## src/design/cla_pkg.sv

```systemverilog
// ---------------------------------------------------------------------------
// cla_pkg
// Shared types and constants of the command line argument splitter.
// ---------------------------------------------------------------------------
`timescale 1ns / 1ps
`default_nettype none

package cla_pkg;

	// default width of the backslash run counter
	localparam int RUN_COUNT_BITS_DEF = 16;

	// code unit width and saturation limit of the reported counts
	localparam int CU_BITS = 16;

	// characters with a meaning to the parser
	localparam logic [CU_BITS-1:0] CH_QUOTE  = 16'h0022;
	localparam logic [CU_BITS-1:0] CH_BSLASH = 16'h005C;
	localparam logic [CU_BITS-1:0] CH_SPACE  = 16'h0020;
	localparam logic [CU_BITS-1:0] CH_TAB    = 16'h0009;

	// parse mode codes (the fourth code is handled as between arguments)
	localparam logic [1:0] MODE_PROG    = 2'd0;
	localparam logic [1:0] MODE_BETWEEN = 2'd1;
	localparam logic [1:0] MODE_IN_ARG  = 2'd2;

	// parser state apart from the backslash run counter
	typedef struct packed {
		logic [1:0]         mode;
		logic               quoted;
		logic               quote_pending;
		logic [CU_BITS-1:0] pending_slashes;
	} state_t;

	// one result item
	typedef struct packed {
		logic [CU_BITS-1:0] backslash_count;
		logic               has_char;
		logic [CU_BITS-1:0] char_out;
		logic               arg_end;
		logic               is_program_name;
		logic               last;
	} result_t;

endpackage

`default_nettype wire

```

## src/design/cla_step.sv

```systemverilog
// ---------------------------------------------------------------------------
// cla_step
// Next-state and result logic for one code unit or end-of-line item.
// ---------------------------------------------------------------------------
`timescale 1ns / 1ps
`default_nettype none

module cla_step #(
	parameter int RUN_COUNT_BITS = cla_pkg::RUN_COUNT_BITS_DEF
) (
	input  wire logic [cla_pkg::CU_BITS-1:0] code_unit,
	input  wire logic                        line_end,
	input  wire cla_pkg::state_t             state,
	input  wire logic [RUN_COUNT_BITS-1:0]   slash_run,
	output cla_pkg::state_t                  state_nxt,
	output logic [RUN_COUNT_BITS-1:0]        slash_run_nxt,
	output logic                             emit,
	output cla_pkg::result_t                 result
);

	localparam int CW = cla_pkg::CU_BITS;
	localparam int SW = ((RUN_COUNT_BITS > CW) ? RUN_COUNT_BITS : CW) + 1;

	// saturate a wide count to the code unit width
	function automatic logic [CW-1:0] sat_cnt(input logic [SW-1:0] v);
		logic [CW-1:0] r;
		r = (|v[SW-1:CW]) ? {CW{1'b1}} : v[CW-1:0];
		return r;
	endfunction

	logic                      is_quote;
	logic                      is_bslash;
	logic                      is_blank;
	logic [CW-1:0]             carry;
	logic                      q_eff;
	logic [RUN_COUNT_BITS-1:0] run_eff;
	logic [SW-1:0]             run_sum;
	logic [CW-1:0]             half_sat;
	logic                      to_arg;

	assign is_quote  = (code_unit == cla_pkg::CH_QUOTE);
	assign is_bslash = (code_unit == cla_pkg::CH_BSLASH);
	assign is_blank  = (code_unit == cla_pkg::CH_SPACE) || (code_unit == cla_pkg::CH_TAB);

	// argument-body inputs: pending quote resolves into a carry, a new argument starts clean
	always_comb begin
		to_arg  = (state.mode == cla_pkg::MODE_IN_ARG);
		carry   = (to_arg && state.quote_pending) ? state.pending_slashes : '0;
		q_eff   = to_arg && state.quoted && !state.quote_pending;
		run_eff = to_arg ? slash_run : '0;
		run_sum = SW'(carry) + SW'(run_eff);
		half_sat = sat_cnt(SW'(run_eff >> 1));
	end

	// main step
	always_comb begin
		state_nxt     = state;
		slash_run_nxt = slash_run;
		emit          = 1'b0;
		result        = '0;

		if (state.mode == cla_pkg::MODE_PROG) begin
			// program name: quotes toggle, an unquoted blank ends it, everything else is literal
			result.is_program_name = 1'b1;
			if (line_end) begin
				state_nxt     = '0;
				slash_run_nxt = '0;
				emit          = 1'b1;
				result.arg_end = 1'b1;
				result.last    = 1'b1;
			end else if (is_quote) begin
				state_nxt.quoted = !state.quoted;
			end else if (!state.quoted && is_blank) begin
				state_nxt.mode   = cla_pkg::MODE_BETWEEN;
				state_nxt.quoted = 1'b0;
				emit             = 1'b1;
				result.arg_end   = 1'b1;
			end else begin
				emit            = 1'b1;
				result.has_char = 1'b1;
				result.char_out = code_unit;
			end
		end else if (!to_arg && line_end) begin
			// line end between arguments
			state_nxt     = '0;
			slash_run_nxt = '0;
			emit          = 1'b1;
			result.last   = 1'b1;
		end else if (!to_arg && is_blank) begin
			// skip separators
		end else if (to_arg && state.quote_pending && !line_end && is_quote) begin
			// doubled quote inside quotes: literal quote
			state_nxt.quote_pending   = 1'b0;
			state_nxt.pending_slashes = '0;
			emit                      = 1'b1;
			result.backslash_count    = state.pending_slashes;
			result.has_char           = 1'b1;
			result.char_out           = cla_pkg::CH_QUOTE;
		end else begin
			// argument body
			state_nxt.mode            = cla_pkg::MODE_IN_ARG;
			state_nxt.quoted          = q_eff;
			state_nxt.quote_pending   = 1'b0;
			state_nxt.pending_slashes = '0;
			slash_run_nxt             = run_eff;
			if (line_end) begin
				state_nxt     = '0;
				slash_run_nxt = '0;
				emit          = 1'b1;
				result.backslash_count = sat_cnt(run_sum);
				result.arg_end         = 1'b1;
				result.last            = 1'b1;
			end else if (is_bslash) begin
				if (!(&run_eff)) begin
					slash_run_nxt = run_eff + 1'b1;
				end
				if (carry != '0) begin
					emit                   = 1'b1;
					result.backslash_count = carry;
				end
			end else if (is_quote) begin
				slash_run_nxt = '0;
				if (run_eff[0]) begin
					emit                   = 1'b1;
					result.backslash_count = half_sat;
					result.has_char        = 1'b1;
					result.char_out        = cla_pkg::CH_QUOTE;
				end else if (q_eff) begin
					state_nxt.quote_pending   = 1'b1;
					state_nxt.pending_slashes = half_sat;
				end else begin
					state_nxt.quoted = 1'b1;
					if (half_sat != '0) begin
						emit                   = 1'b1;
						result.backslash_count = half_sat;
					end
				end
			end else begin
				slash_run_nxt          = '0;
				emit                   = 1'b1;
				result.backslash_count = sat_cnt(run_sum);
				if (!q_eff && is_blank) begin
					state_nxt.mode = cla_pkg::MODE_BETWEEN;
					result.arg_end = 1'b1;
				end else begin
					result.has_char = 1'b1;
					result.char_out = code_unit;
				end
			end
		end
	end

endmodule

`default_nettype wire

```

## src/design/command_line_argument_splitter.sv

```systemverilog
// ---------------------------------------------------------------------------
// command_line_argument_splitter
// Splits a stream of UTF-16 code units into arguments by Windows rules.
// ---------------------------------------------------------------------------
// Path: an accepted item passes the input register, then the result register.
// Throughput: one item per cycle unless a stalled result holds the input register; cla_step is combinational.
// Items that cause no result are consumed without an output slot.
// Reset (arst_n low, asynchronous): parser back in program name mode, both registers empty.
`timescale 1ns / 1ps
`default_nettype none

module command_line_argument_splitter #(
	parameter int RUN_COUNT_BITS = cla_pkg::RUN_COUNT_BITS_DEF
) (
	input  wire logic                        clk,
	input  wire logic                        arst_n,
	input  wire logic                        item_valid,
	output logic                             item_stall,
	input  wire logic [cla_pkg::CU_BITS-1:0] code_unit,
	input  wire logic                        line_end,
	output logic                             result_valid,
	input  wire logic                        result_stall,
	output logic [cla_pkg::CU_BITS-1:0]      backslash_count,
	output logic                             has_char,
	output logic [cla_pkg::CU_BITS-1:0]      char_out,
	output logic                             arg_end,
	output logic                             is_program_name,
	output logic                             last
);

	logic                          valid_s1;
	logic [cla_pkg::CU_BITS-1:0]   code_unit_s1;
	logic                          line_end_s1;
	cla_pkg::state_t               state_q;
	cla_pkg::state_t               state_nxt;
	logic [RUN_COUNT_BITS-1:0]     slash_run_q;
	logic [RUN_COUNT_BITS-1:0]     slash_run_nxt;
	logic                          emit;
	cla_pkg::result_t              result;
	cla_pkg::result_t              result_q;
	logic                          result_valid_q;
	logic                          advance;
	logic                          accept;

	// handshake: the input register advances whenever the result register is free
	assign advance    = valid_s1 && (!result_valid_q || !result_stall);
	assign item_stall = valid_s1 && !advance;
	assign accept     = item_valid && !item_stall;

	// input register
	always_ff @(posedge clk or negedge arst_n) begin
		if (!arst_n) begin
			valid_s1 <= 1'b0;
		end else if (accept) begin
			valid_s1 <= 1'b1;
		end else if (advance) begin
			valid_s1 <= 1'b0;
		end
	end

	always_ff @(posedge clk) begin
		if (accept) begin
			code_unit_s1 <= code_unit;
			line_end_s1  <= line_end;
		end
	end

	// step logic
	cla_step #(
		.RUN_COUNT_BITS(RUN_COUNT_BITS)
	) u_step (
		.code_unit    (code_unit_s1),
		.line_end     (line_end_s1),
		.state        (state_q),
		.slash_run    (slash_run_q),
		.state_nxt    (state_nxt),
		.slash_run_nxt(slash_run_nxt),
		.emit         (emit),
		.result       (result)
	);

	// parser state
	always_ff @(posedge clk or negedge arst_n) begin
		if (!arst_n) begin
			state_q     <= '0;
			slash_run_q <= '0;
		end else if (advance) begin
			state_q     <= state_nxt;
			slash_run_q <= slash_run_nxt;
		end
	end

	// result register
	always_ff @(posedge clk or negedge arst_n) begin
		if (!arst_n) begin
			result_valid_q <= 1'b0;
		end else if (advance) begin
			result_valid_q <= emit;
		end else if (!result_stall) begin
			result_valid_q <= 1'b0;
		end
	end

	always_ff @(posedge clk) begin
		if (advance && emit) begin
			result_q <= result;
		end
	end

	assign result_valid    = result_valid_q;
	assign backslash_count = result_q.backslash_count;
	assign has_char        = result_q.has_char;
	assign char_out        = result_q.char_out;
	assign arg_end         = result_q.arg_end;
	assign is_program_name = result_q.is_program_name;
	assign last            = result_q.last;

endmodule

`default_nettype wire

```

## config.mk

```make
export PLATFORM = sky130hd
export DESIGN_NAME = command_line_argument_splitter
export DESIGN_NICKNAME = d
export VERILOG_FILES = /design/src/design/cla_pkg.sv /design/src/design/cla_step.sv /design/src/design/command_line_argument_splitter.sv
export SDC_FILE = /design/constraint.sdc
export NUM_CORES = 1
export LEC_CHECK = 0
export BUFFER_PORTS_ARGS = -buffer_cell sky130_fd_sc_hd__buf_2
export CORE_MARGIN = 5
export CORE_UTILIZATION = 31
export CTS_CLUSTER_DIAMETER = 200
export DETAILED_ROUTE_END_ITERATION = 16
export PLACE_DENSITY = 0.47
export SYNTH_ARGS = -nofsm -noshare
export SYNTH_HDL_FRONTEND = slang
export SYNTH_HIERARCHICAL = 1
export SYNTH_SLANG_ARGS = --single-unit
```

## constraint.sdc

```tcl
create_clock -name clk -period 4.95 [get_ports clk]
set_input_delay 0.495 -clock clk [delete_from_list [all_inputs] [get_ports clk]]
set_output_delay 0.495 -clock clk [all_outputs]
set_load 0.02 [all_outputs]
```

== After elaboration in Yosys (flattened, before gate mapping) ==
Cells that the tools add are included.
Cells by class
  add/subtract/negate cells: 2
  reductions and logical operators: 34
  muxes and demuxes: 75
  equal/unequal tests: 12
Operator list (count)
  $mux W16: 15
  $mux W17: 8
  $mux W18: 7
  $mux W20: 5
  $mux W33: 2
  $eq A16 B6 Y1 const B: 2
  $reduce_bool A16 Y1: 2
  $mux W1: 30
  $mux W15: 2
  $add A16 B16 Y17: 1
  $add A16 B1 Y16 const B: 1
  $eq A16 B4 Y1 const B: 1
  $eq A16 B7 Y1 const B: 1
  $reduce_and A16 Y1: 1
  $logic_and A1 B1 Y1: 13
  $logic_not A1 Y1: 9
  $mux W3: 3
  $reduce_and A4 Y1: 2
  $mux W2: 3
  $ne A3 B1 Y1 const B: 2
  $ne A3 B3 Y1 const B: 2
  $reduce_and A5 Y1: 1
  $ne A4 B3 Y1 const B: 1
  $reduce_and A3 Y1: 1
  other kinds (7): 8
Storage, ports and cells
  bits in registers: 91
  bits of input ports: 21
  logic and storage cells: 138

== Longest topological paths before layout ==
Gate-level depths: netlist of the first run.
  word-level depth: 14
  mapped depth: 18
  mapped depth without buffers: 13

== Cells and area by module ==
The synthesis of the first run kept the hierarchy.
By module, submodules not included
  cla_step: instances 1, area an instance 3296.9 um^2, cells an instance 542
  command_line_argument_splitter: instances 1, area an instance 3180.6 um^2, cells an instance 140

== Worst setup path before layout of the first run ==
Ideal clock, no wire load.
  path type: register -> register
  start: register code_unit_s1[8] (netlist name)
  end: register result_q (netlist bit arg_end) (enable)
  stages on the path, launching flop included: 11
  data arrival time: 4168 ps
  data required time: 4509 ps
  slack: 341 ps
  path through: edfxtp_1 -> or3_4 -> or4_4 -> nor3_2 -> nand2_1 -> clkbuf_1 -> nand3_1 -> a31oi_1 -> a2bb2oi_1 -> nand2_1 -> a21oi_1
Between the ends
  word-level cells in the longest chain between the ends: 9
Ends and longest elaborated chain
  start: declaration: line command_line_argument_splitter.sv:32  | logic [cla_pkg::CU_BITS-1:0] code_unit_s1;
  start signal: assignment: line command_line_argument_splitter.sv:63  | code_unit_s1 <= code_unit;
  $eq A16 B6 Y1: line cla_step.sv:41  | assign is_quote = (code_unit == cla_pkg::CH_QUOTE);
  $mux W1: line cla_step.sv:121  | end else if (is_quote) begin
  $mux W1: line cla_step.sv:113  | end else if (is_bslash) begin
  $mux W1: line cla_step.sv:106  | if (line_end) begin
  $mux W1: line cla_step.sv:91  | end else if (to_arg && state.quote_pending && !line_end && is_quote) begin
  $mux W1: line cla_step.sv:89  | end else if (!to_arg && is_blank) begin
  $mux W1: line cla_step.sv:83  | end else if (!to_arg && line_end) begin
  $mux W1 *: line cla_step.sv:62  | if (state.mode == cla_pkg::MODE_PROG) begin
  named net emit: line command_line_argument_splitter.sv:38  | logic emit;
  $logic_and A1 B1 Y1 *: line command_line_argument_splitter.sv:105  | if (advance && emit) begin
  end signal: assignment: line command_line_argument_splitter.sv:106  | result_q <= result;
  end: declaration: line command_line_argument_splitter.sv:40  | cla_pkg::result_t result_q;
The timed path passes the listed nets; every way through them passes the cells marked *.
A chain may end at the register's enable or synchronous reset.

== Final worst setup path of the first run ==
  start: register state_q[18] (netlist name)
  end: register result_q (netlist bit backslash_count[10]), data pin
Between the ends
  word-level cells in the longest chain between the ends: 10
Ends and longest elaborated chain
  start: declaration: line command_line_argument_splitter.sv:34  | cla_pkg::state_t state_q;
  start signal: assignment: line command_line_argument_splitter.sv:88  | state_q <= state_nxt;
  parallel branches: the longest is 10 deep, another holds $add A16 B16 Y17
Parallel ways; which one is timed is not known.

==> results of run 1 <==
[power by group through the flow]
stage	Clock [mW]	Sequential (mW)	Combinational [mW]
floorplan	0	0.895	0.0695
detailed placement	0	0.870	0.148
global placement	0	0.869	0.145
CTS	0.745	0.854	0.148
global route	0.765	0.856	0.157
finish	0.715	0.853	0.145
[path summary, 6_finish.rpt]
path	to	slack, ns	cells past startpoint
setup reg to reg	backslash_count[10]$_DFFE_PP_	1.0	12
setup / recovery	backslash_count[10]$_DFFE_PP_	1.0	12
max in group asynchronous	state_q[0]$_DFFE_PN0P_	4.09	1
hold / removal	slash_run_q[5]$_DFFE_PN0P_	0.28	1
min in group clk	code_unit_s1[4]$_DFFE_PP_	0.32	1
hold reg to reg	char_out[15]$_DFFE_PP_	0.56	1
[placed cells by master, fill, tap and decap left out, drive strengths merged, types with 11 or more instances in the layout]
cell type	count
inv	18
mux2	37
a21oi	51
nor2	47
ha	13
edfxtp	53
nor3	16
clkbuf	11
buf	72
nand3	29
and3	20
nand2	51
o21ai	59
a22o	15
dfrtp	38
and2	30
[layer usage]
metal / up-vias / part of all wire (%) / track usage, % / wire [µm]
met1: 2849 / 46 / 25.6 / 10100
met4: 0 / 2.6 / 6.39 / 571
met3: 53 / 5.5 / 2.54 / 1230
met5: - / 0 / 0 / 0
met2: 249 / 46 / 29.2 / 10300
li1: 2657 / - / - / -
[registers in the layout, indices dropped and copies added, names as in the netlist, 16 cells and up]
register	flops
backslash_count	16
char_out	16
code_unit_s1	16
slash_run_q	16
state_q	20
[cell families (layout without fill, tap and decap cells)]
kind of cell               after synthesis  in the layout
adders and majority gates               16             16
xor gates and xnor gates                12             12
and+or+nand+nor                        246            246
AOI/OAI and AO/OA                      214            214
DFF                                     91             91
muxes                                   41             41
buffers and inverters                   62            106
[layout make-up]
type | count | area (µm²) | share of cell area, %
Multi-Input combinational cell | 529 | 3650 | 50.0
Clock buffer | 11 | 243 | 3.33
Sequential cell | 91 | 2540 | 34.8
Tap cell | 270 | 338 | 4.63
Inverter | 18 | 67.6 | 0.926
Timing Repair Buffer | 72 | 395 | 5.42
Clock inverter | 5 | 61.3 | 0.840
[worst register-to-register path, stage by stage (launching register included)]
cell	delay [ns]
sky130_fd_sc_hd__dfrtp_1	0.39
sky130_fd_sc_hd__nor2b_2	0.52
sky130_fd_sc_hd__buf_4	0.31
sky130_fd_sc_hd__and3_1	0.18
sky130_fd_sc_hd__ha_1	0.31
sky130_fd_sc_hd__a21oi_1	0.19
sky130_fd_sc_hd__o21ai_0	0.10
sky130_fd_sc_hd__a41oi_1	0.33
sky130_fd_sc_hd__o21ai_0	0.16
sky130_fd_sc_hd__a221o_1	0.57
sky130_fd_sc_hd__or3_1	0.44
sky130_fd_sc_hd__a21oi_1	0.16
sky130_fd_sc_hd__nor2_1	0.05
[metrics by stage]
stage               hold WS, ns  setup WS [ns]  util (%)  area (µm²)
detailed placement        0.536           1.04      34.2        6990
global placement          0.538           1.10      34.2        6990
global route              0.308          0.691      35.7        7300
CTS                       0.300           1.00      35.7        7300
floorplan                 0.199          0.341         -        6480
finish                    0.284          0.996      35.7        7300
==> flow_results.org, run 1 <==
** Worst setup path
- Signal arrival time at the worst endpoint :: just over 4 ns
- Kind of start point of the critical path :: flip-flop
- Critical Path Sink Type :: flip-flop
- Worst flop-to-flop path startpoint :: state_q[18]$_DFFE_PN0P_
- Counting both buffers and inverters, the worst setup path holds a total of 1.
- STA puts the critical path data required time at around 5.0 ns.
- Highest fanout seen on the critical path :: 18
- CP startpoint :: state_q[18]$_DFFE_PN0P_
- In this design, the largest share of critical-path delay is due to compound AO/OA/AOI/OAI gates.
- Delay of the slowest critical-path stage :: 0.57 ns
- Max stage delay cell, worst path :: sky130_fd_sc_hd__a221o_1
- The setup path with the least slack is of type reg2reg.
- Series of cell instances along the critical path :: nor2b_2, buf_4, and3_1, ha_1, a21oi_1, o21ai_0, a41oi_1, o21ai_0, a221o_1, or3_1, a21oi_1, nor2_1

** STA
- Least-Margin Pin Slew :: 1.17 ns
- Worst clock skew on the final layout :: 0.0102 ns
- Fmax achieved :: ~250 MHz
- Headroom to the max-slew limit came out at between 20% and 30%.
- Final worst-path cycle share :: around 80%
- Setup repair after global routing missed its margin :: no
- Number of hold-slack violations in the final timing report :: 0
- Post-layout min period :: ~4 ns
- Setup total negative slack on the finished layout was measured at 0 ns.
- Final number of setup-violating endpoints :: 0
- Pins over their slew limit :: 0

** Synth
- After synthesis, the most frequently instantiated cells are sky130_fd_sc_hd__o21ai_0 (57), sky130_fd_sc_hd__edfxtp_1 (53), sky130_fd_sc_hd__nand2_1 (51).
- Primary flip-flop cell chosen by synthesis mapping :: sky130_fd_sc_hd__edfxtp_1
- Top cell type by total area after synthesis :: sky130_fd_sc_hd__edfxtp_1
- Syn_area_per_cell :: around 9.5 µm²
- Number of synthesis warnings :: 6
- Synthesis produced a netlist with a net count of between 700 and 800.
- Fraction of the mapped netlist area in compound gates :: between 20% and 30%
- Cell with the most instances after synthesis :: sky130_fd_sc_hd__o21ai_0
- Counting flops with an async set or reset pin after synthesis yields a share of about two fifths.
- Xor-xnor portion of the synthesized cell area :: around 1.6%
- After synthesis the cells add up to ~0.0065 mm².
- Synth cell types :: slightly below 80
- Count of state elements after synthesis :: a little over 90
- Synthesis handed over a netlist of around 680 instances.
- After Yosys synthesis, full adders, half adders and majority gates account for between 2 and 3% of the synthesized area.
- The portion of synthesized area spent on multiplexers is 8.79%.
- After synthesis, the largest family of logic cells by area is compound AO/OA/AOI/OAI gates.
- The synthesized netlist devotes between 20 and 25% of its cell area to simple gates.
- Cell types with the largest area share after synthesis :: sky130_fd_sc_hd__edfxtp_1 (25%), sky130_fd_sc_hd__dfrtp_1 (15%), sky130_fd_sc_hd__mux2_4 (7.0%)
- Summed over its instances, the top area cell type makes up between 20% and 30% of the synthesized netlist area.
- Share of the yosys chip area belonging to registers :: between 30% and 40%
- The synthesized design contains 53 enable-type register cells.

** Floorplanning
- The floorplan step set the die height to 155 µm.
- Width of the die :: 155 µm
- Num rows :: 52
- The die covers around 0.024 mm².
- Starting utilization of the core area :: between 30% and 40%
- I/O pin cnt :: 59
- Area of the core region :: about 0.02 mm²

** Clock network
- Number of sinks on the clock net :: just over 90
- CTS max path bufs :: 2
- Hold repair after CTS inserted 0 buffers.
- Later-pin clock latency in the skew report :: ~0.35 ns
- Counting the buffers created by CTS gives 9.
- Clock tree root driver cell :: sky130_fd_sc_hd__clkbuf_16
- TritonCTS built the clock tree.
- Register clock-pin slew on the reported worst setup and hold paths :: approximately 0.070 ns
- CTS H-tree lvls :: 3
- Gates resized during post-CTS repair numbered 0.
- Post CTS Setup Buffer Count :: 0

** Global route
- Via count of the first global-routing pass :: a little under 6000
- The number of antenna violations at the first check in global routing was 0.
- Overall routing resource usage :: roughly 18%
- Residual overflow from global routing :: 0
- Entering global routing, the biggest net connects 39 pins.
- The first global-routing pass estimated between 30000 and 40000 µm of wire.

** Power and ir drop
- The analysis attributes to cell leakage a power of approximately 2.8 nW.
- Clock power share :: between 40% and 50%
- In this run the power spent charging and discharging nets is around 0.42 mW.
- Combinational logic is responsible for 8.5% of the overall power.
- Sequential cells burn ~50% of the power.
- Max rail drop VDD :: ~160 µV
- Internal Pwr Total :: roughly 1.3 mW
- Summing internal, switching and leakage power gives between 1.5 and 2 mW.
- Of the total power, the share spent switching nets is between 20 and 25%.
- Power spread over the standard cell area amounts to about 230 mW/mm².

** Finish
- The repair_antennas step left the layout with diodes totalling 0.
- The finished layout holds roughly 1000 standard cells, fillers aside.
- Area overhead of the layout relative to synthesis :: 12.7%
- Share of post-route cells with drive strength above 1 :: just under 20%
- The layout has 2125 filler cells.
- The final layout contains roughly 760 nets.

** Drt
- Wire per inst :: 22.3 µm
- In this run, the number of DRC markers left after iteration 0 of detailed routing was 550.
- DRT Wirelength :: around 22000 µm
- Dividing the detail-routed via count by the number of cells gives 5.83.
- Final routed DRC violation total :: 0
- The pre-antenna-repair detailed-routing pass consisted of 5 iterations.
- Total number of vias :: around 5800
- Residual antenna-violating net count after detailed routing :: 0

** Flow run
- Across the run, the number of max-cap violations was 0.

** Placed design
- Dpl hpwl :: ~16000 µm
- Quantity of I/O buffers inserted on ports :: a little under 60
- Counting tap cells, the placed design contains a total of 980 instances.
- Routability-driven placement finished with a final weighted congestion of between 0.9 and 1.

** Status
- The flow ran to the end, and the final reports show no timing, DRC or antenna violations.

** Min path
- The min-delay analysis places its worst path in the category in2async.
Power figures use the tool's default switching activity.
==> inputs of run 2 (changes only) <==
--- a/config.mk
+++ b/config.mk
@@ -10,7 +10,7 @@
 export CORE_UTILIZATION = 31
 export CTS_CLUSTER_DIAMETER = 200
 export DETAILED_ROUTE_END_ITERATION = 16
-export PLACE_DENSITY = 0.47
+export PLACE_DENSITY = 0.45
 export SYNTH_ARGS = -nofsm -noshare
 export SYNTH_HDL_FRONTEND = slang
 export SYNTH_HIERARCHICAL = 1
==> constraint.sdc (replaced) <==
create_clock -name clk -period 4.1 [get_ports clk]
set_input_delay 0.41 -clock clk [delete_from_list [all_inputs] [get_ports clk]]
set_output_delay 0.41 -clock clk [all_outputs]
set_load 0.02 [all_outputs]
==> run 2 against run 1 <==
  * Register-to-register slack got worse by 0.72 ns
  * Non-clock buffer count increased by 14
  * Global-route usage increased by 0.25 points
  * Cell count increased by 1.4%
  * Routed wire length increased by 1.4%
  * Worst hold slack got worse by 0.079 ns
  * Clock power increased by 18%
  * Sequential share of layout area decreased by 0.58 points
  * Power increased by 20%
  * Core utilization increased by 0.61 points
  * Highest routed layer unchanged
==> flow_results.org, run 2 (synthesis gave the netlist of run 1 again) <==
** Power and ir drop
- PwrDens :: 276 mW/mm² (+18%)
- The leakage dissipation came to 2.91 nW (+2.4%).
- The maximum VDD drop was 184 µV (+13%).

** Finish
- Final net count :: 769 (+1.9%)
- The register with the most flip-flops in the final layout is state_q.
- Area overhead of the layout relative to synthesis :: 14.6%
- The number of fill cells in the layout came to 2100 (-1.2%).
- Most frequent cells in the layout :: sky130_fd_sc_hd__buf_2 (58), sky130_fd_sc_hd__o21ai_0 (57), sky130_fd_sc_hd__edfxtp_1 (53), sky130_fd_sc_hd__nand2_1 (51), sky130_fd_sc_hd__a21oi_1 (48)
- Antenna diode instance count :: 0 (unchanged)
- Number of flip-flops under the largest register name :: 20 (unchanged)
- Leading cell type in the layout, fill and taps excluded :: sky130_fd_sc_hd__buf_2
- The fraction of layout cells with a size suffix above 1 was 21.4% (+1.7 points).

** Worst setup path
- Buffers plus inverters on the worst setup path :: 1 (unchanged)
- The worst register-to-register path begins at state_q[19]$_DFFE_PN0P_.
- The cell depth of the worst flop-to-flop path is 12 (unchanged).
- Critical path start-end classification :: reg2reg
- The maximum fanout count along the critical path was 41 (+23).
- The reg-to-reg setup timing slack is 0.28 ns (-0.72 ns).
- Kind of cell adding the most delay to the critical path :: compound AO/OA/AOI/OAI gates
- Signal arrival time at the worst endpoint :: 4.00 ns (-0.04 ns)
- The delay contributed by the slowest stage of the critical path was 0.55 ns (-0.02 ns).
- STA classifies the critical path startpoint as a flip-flop.
- The endpoint identified for the worst register-to-register timing path is backslash_count[5]$_DFFE_PP_.
- The critical path goes through nor2b_2, buf_12, and3_1, ha_1, nand3_1, o21a_1, maj3_1, o31ai_4, a221o_1, o21ai_0, o211a_1, a211oi_1.
- The required arrival time at the worst endpoint was 4.28 ns (-0.76 ns).
- Critical Path Sink Type :: flip-flop
- Max stage delay cell, worst path :: sky130_fd_sc_hd__a221o_1

** STA
- Worst clock skew on the final layout :: 0.0112 ns (+0.000980 ns)
- Setup TNS :: 0 ns (unchanged)
- The count of pins over their slew limit came to 0 (unchanged).
- The actual slew at the worst max-slew pin was 1.06 ns (-0.103 ns).
- The count of endpoints failing hold in the final timing report was 0 (unchanged).
- The final critical path time including I/O delays and setup came to 3.82 ns (-0.134 ns).
- Final number of setup-violating endpoints :: 0 (unchanged)
- The relative slew slack came to 28.3% (+6.4 points).
- Fmax achieved :: 262 MHz (+3.5%)
- Hold slack :: 0.206 ns (-0.0787 ns)
- Setup repair after global routing left no endpoint under its margin.
- The share of the cycle needed by the critical path after routing is 93.2% (+13 points).

** Global route
- The overall overflow remaining after global route is 0 (unchanged).
- The number of antenna violations at the first check in global routing was 0 (unchanged).
- The via count of the first global-routing pass came to 5839 (+0.33%).
- Maximum number of pins on one net before global-route repair :: 42 (+7.7%)
- Overall routing resource usage :: 18.6% (+0.25 points)
- Wire length of the first global-routing pass :: 34700 µm (+0.76%)

** Floorplanning
- Vertical die dimension :: 155 µm (unchanged)
- Starting utilization of the core area :: 31.7% (unchanged)
- I/O pin cnt :: 59 (unchanged)
- Area of the core region :: 0.0204 mm² (unchanged)
- Width of the die :: 155 µm (unchanged)
- Num rows :: 52 (unchanged)
- Die footprint :: 0.0239 mm² (unchanged)

** Flow run
- The count of maximum capacitance violations came to 0 (unchanged).

** Clock network
- The H-tree level count was 3 (unchanged).
- TritonCTS built the clock tree.
- Clock tree root driver cell :: sky130_fd_sc_hd__clkbuf_16
- The maximum number of buffers from clock root to sink is 2 (unchanged).
- The number of buffers added for setup after CTS is 0 (unchanged).
- The clock transition at the registers of the reported paths was 0.07 ns (about the same).
- Number of gates given a new drive strength after cts :: 0 (unchanged)
- The sink count of the clock tree came to 91 (unchanged).
- The source-to-sink clock delay at the later pin of the worst-skew pair came to 0.36 ns (about the same).
- Number of buffers inserted by hold repair at cts :: 0 (unchanged)
- Cts bufs inserted :: 9 (unchanged)

** Drt
- The routed length on met2 was 10400 µm (+0.66%).
- The number of DRC violations after detailed routing came to 0 (unchanged).
- Wire length the detailed router placed on met1 :: 10100 µm (+0.14%)
- The overall routed net length was 22500 µm (+1.4%).
- Starting DRT DRC Count :: 570 (+3.6%)
- The number of vias per cell after detailed routing is 5.86 (+0.57%).
- Signal routing reaches up to met4.
- DR WL met3 :: 1210 µm (-1.6%)
- The count of nets left with antenna violations after detail routing was 0 (unchanged).
- The wire length per cell after detailed routing came to 22.3 µm (about the same).
- First-pass iteration count of the detailed router :: 5 (unchanged)
- Total number of vias :: 5923 (+2.0%)

** Placed design
- Quantity of I/O buffers inserted on ports :: 58 (unchanged)
- The global placer's final weighted congestion came to 0.904 (about the same).
- Dpl hpwl :: 16600 µm (+1.7%)

** Status
- Status :: finished, final reports clean

** Min path
- The min-delay analysis places its worst path in the category in2async.
[run 2: changes by cell type in the layout (fill, tap and decap cells not counted), sizes merged]
cell / before / now
buf: 72 / 86
clkinv: 4 / 2
clkinvlp: 0 / 3
inv: 18 / 20
clkbuf: 11 / 9
bufinv: 1 / 0
[run 2: worst register-to-register path, stage by stage (launching register included)]
cell                       delay, ns
sky130_fd_sc_hd__dfrtp_1        0.38
sky130_fd_sc_hd__nor2b_2        0.17
sky130_fd_sc_hd__buf_12         0.17
sky130_fd_sc_hd__and3_1         0.22
sky130_fd_sc_hd__ha_1           0.42
sky130_fd_sc_hd__nand3_1        0.13
sky130_fd_sc_hd__o21a_1         0.23
sky130_fd_sc_hd__maj3_1         0.42
sky130_fd_sc_hd__o31ai_4        0.46
sky130_fd_sc_hd__a221o_1        0.55
sky130_fd_sc_hd__o21ai_0        0.19
sky130_fd_sc_hd__o211a_1        0.15
sky130_fd_sc_hd__a211oi_1       0.16
[run 2: metal layers]
layer	track usage [%]	vias to the layer above
met4	7.95	0
met5	0	-
li1	-	2684
met2	29.2	229
met3	2.49	60
met1	25.7	2950
[run 2: cell type report]
cell class / instances / area (µm²) / share of cell area [%]
clock buffers: 9 / 225 / 3.03
clock inverters: 7 / 72.6 / 0.978
inverters: 18 / 67.6 / 0.910
multi-input cells: 529 / 3650 / 49.2
flip-flops and latches: 91 / 2540 / 34.3
well taps: 270 / 338 / 4.55
repair buffers: 86 / 526 / 7.08
[run 2: worst max path at each step]
stage / start / depth (start not counted) / to
final: state_q[19]$_DFFE_PN0P_ / 12 / backslash_count[5]$_DFFE_PP_
after global routing: state_q[18]$_DFFE_PN0P_ / 14 / backslash_count[5]$_DFFE_PP_
after CTS: state_q[19]$_DFFE_PN0P_ / 12 / backslash_count[5]$_DFFE_PP_
after detailed placement: state_q[19]$_DFFE_PN0P_ / 12 / backslash_count[5]$_DFFE_PP_
after global placement: state_q[19]$_DFFE_PN0P_ / 12 / backslash_count[5]$_DFFE_PP_
after floorplan: state_q[18]$_DFFE_PN0P_ / 18 / backslash_count[2]$_DFFE_PP_
[run 2: report_power, final]
part,internal (mW),switching [mW],total [mW]
logic,0.0567,0.121,0.178
clock network,0.430,0.414,0.844
registers,1.01,0.0151,1.03
[run 2: through the flow]
step	utilization, %	cells	total power, mW	setup WS, ns	area [µm²]
detailed placement	34.9	994	1.23	0.383	7120
global route	36.3	1010	2.14	0.0500	7420
finish	36.3	1010	2.05	0.281	7420
CTS	36.3	1010	2.09	0.352	7420
floorplan	-	682	1.16	0.0324	6480
global placement	34.9	994	1.23	0.439	7120
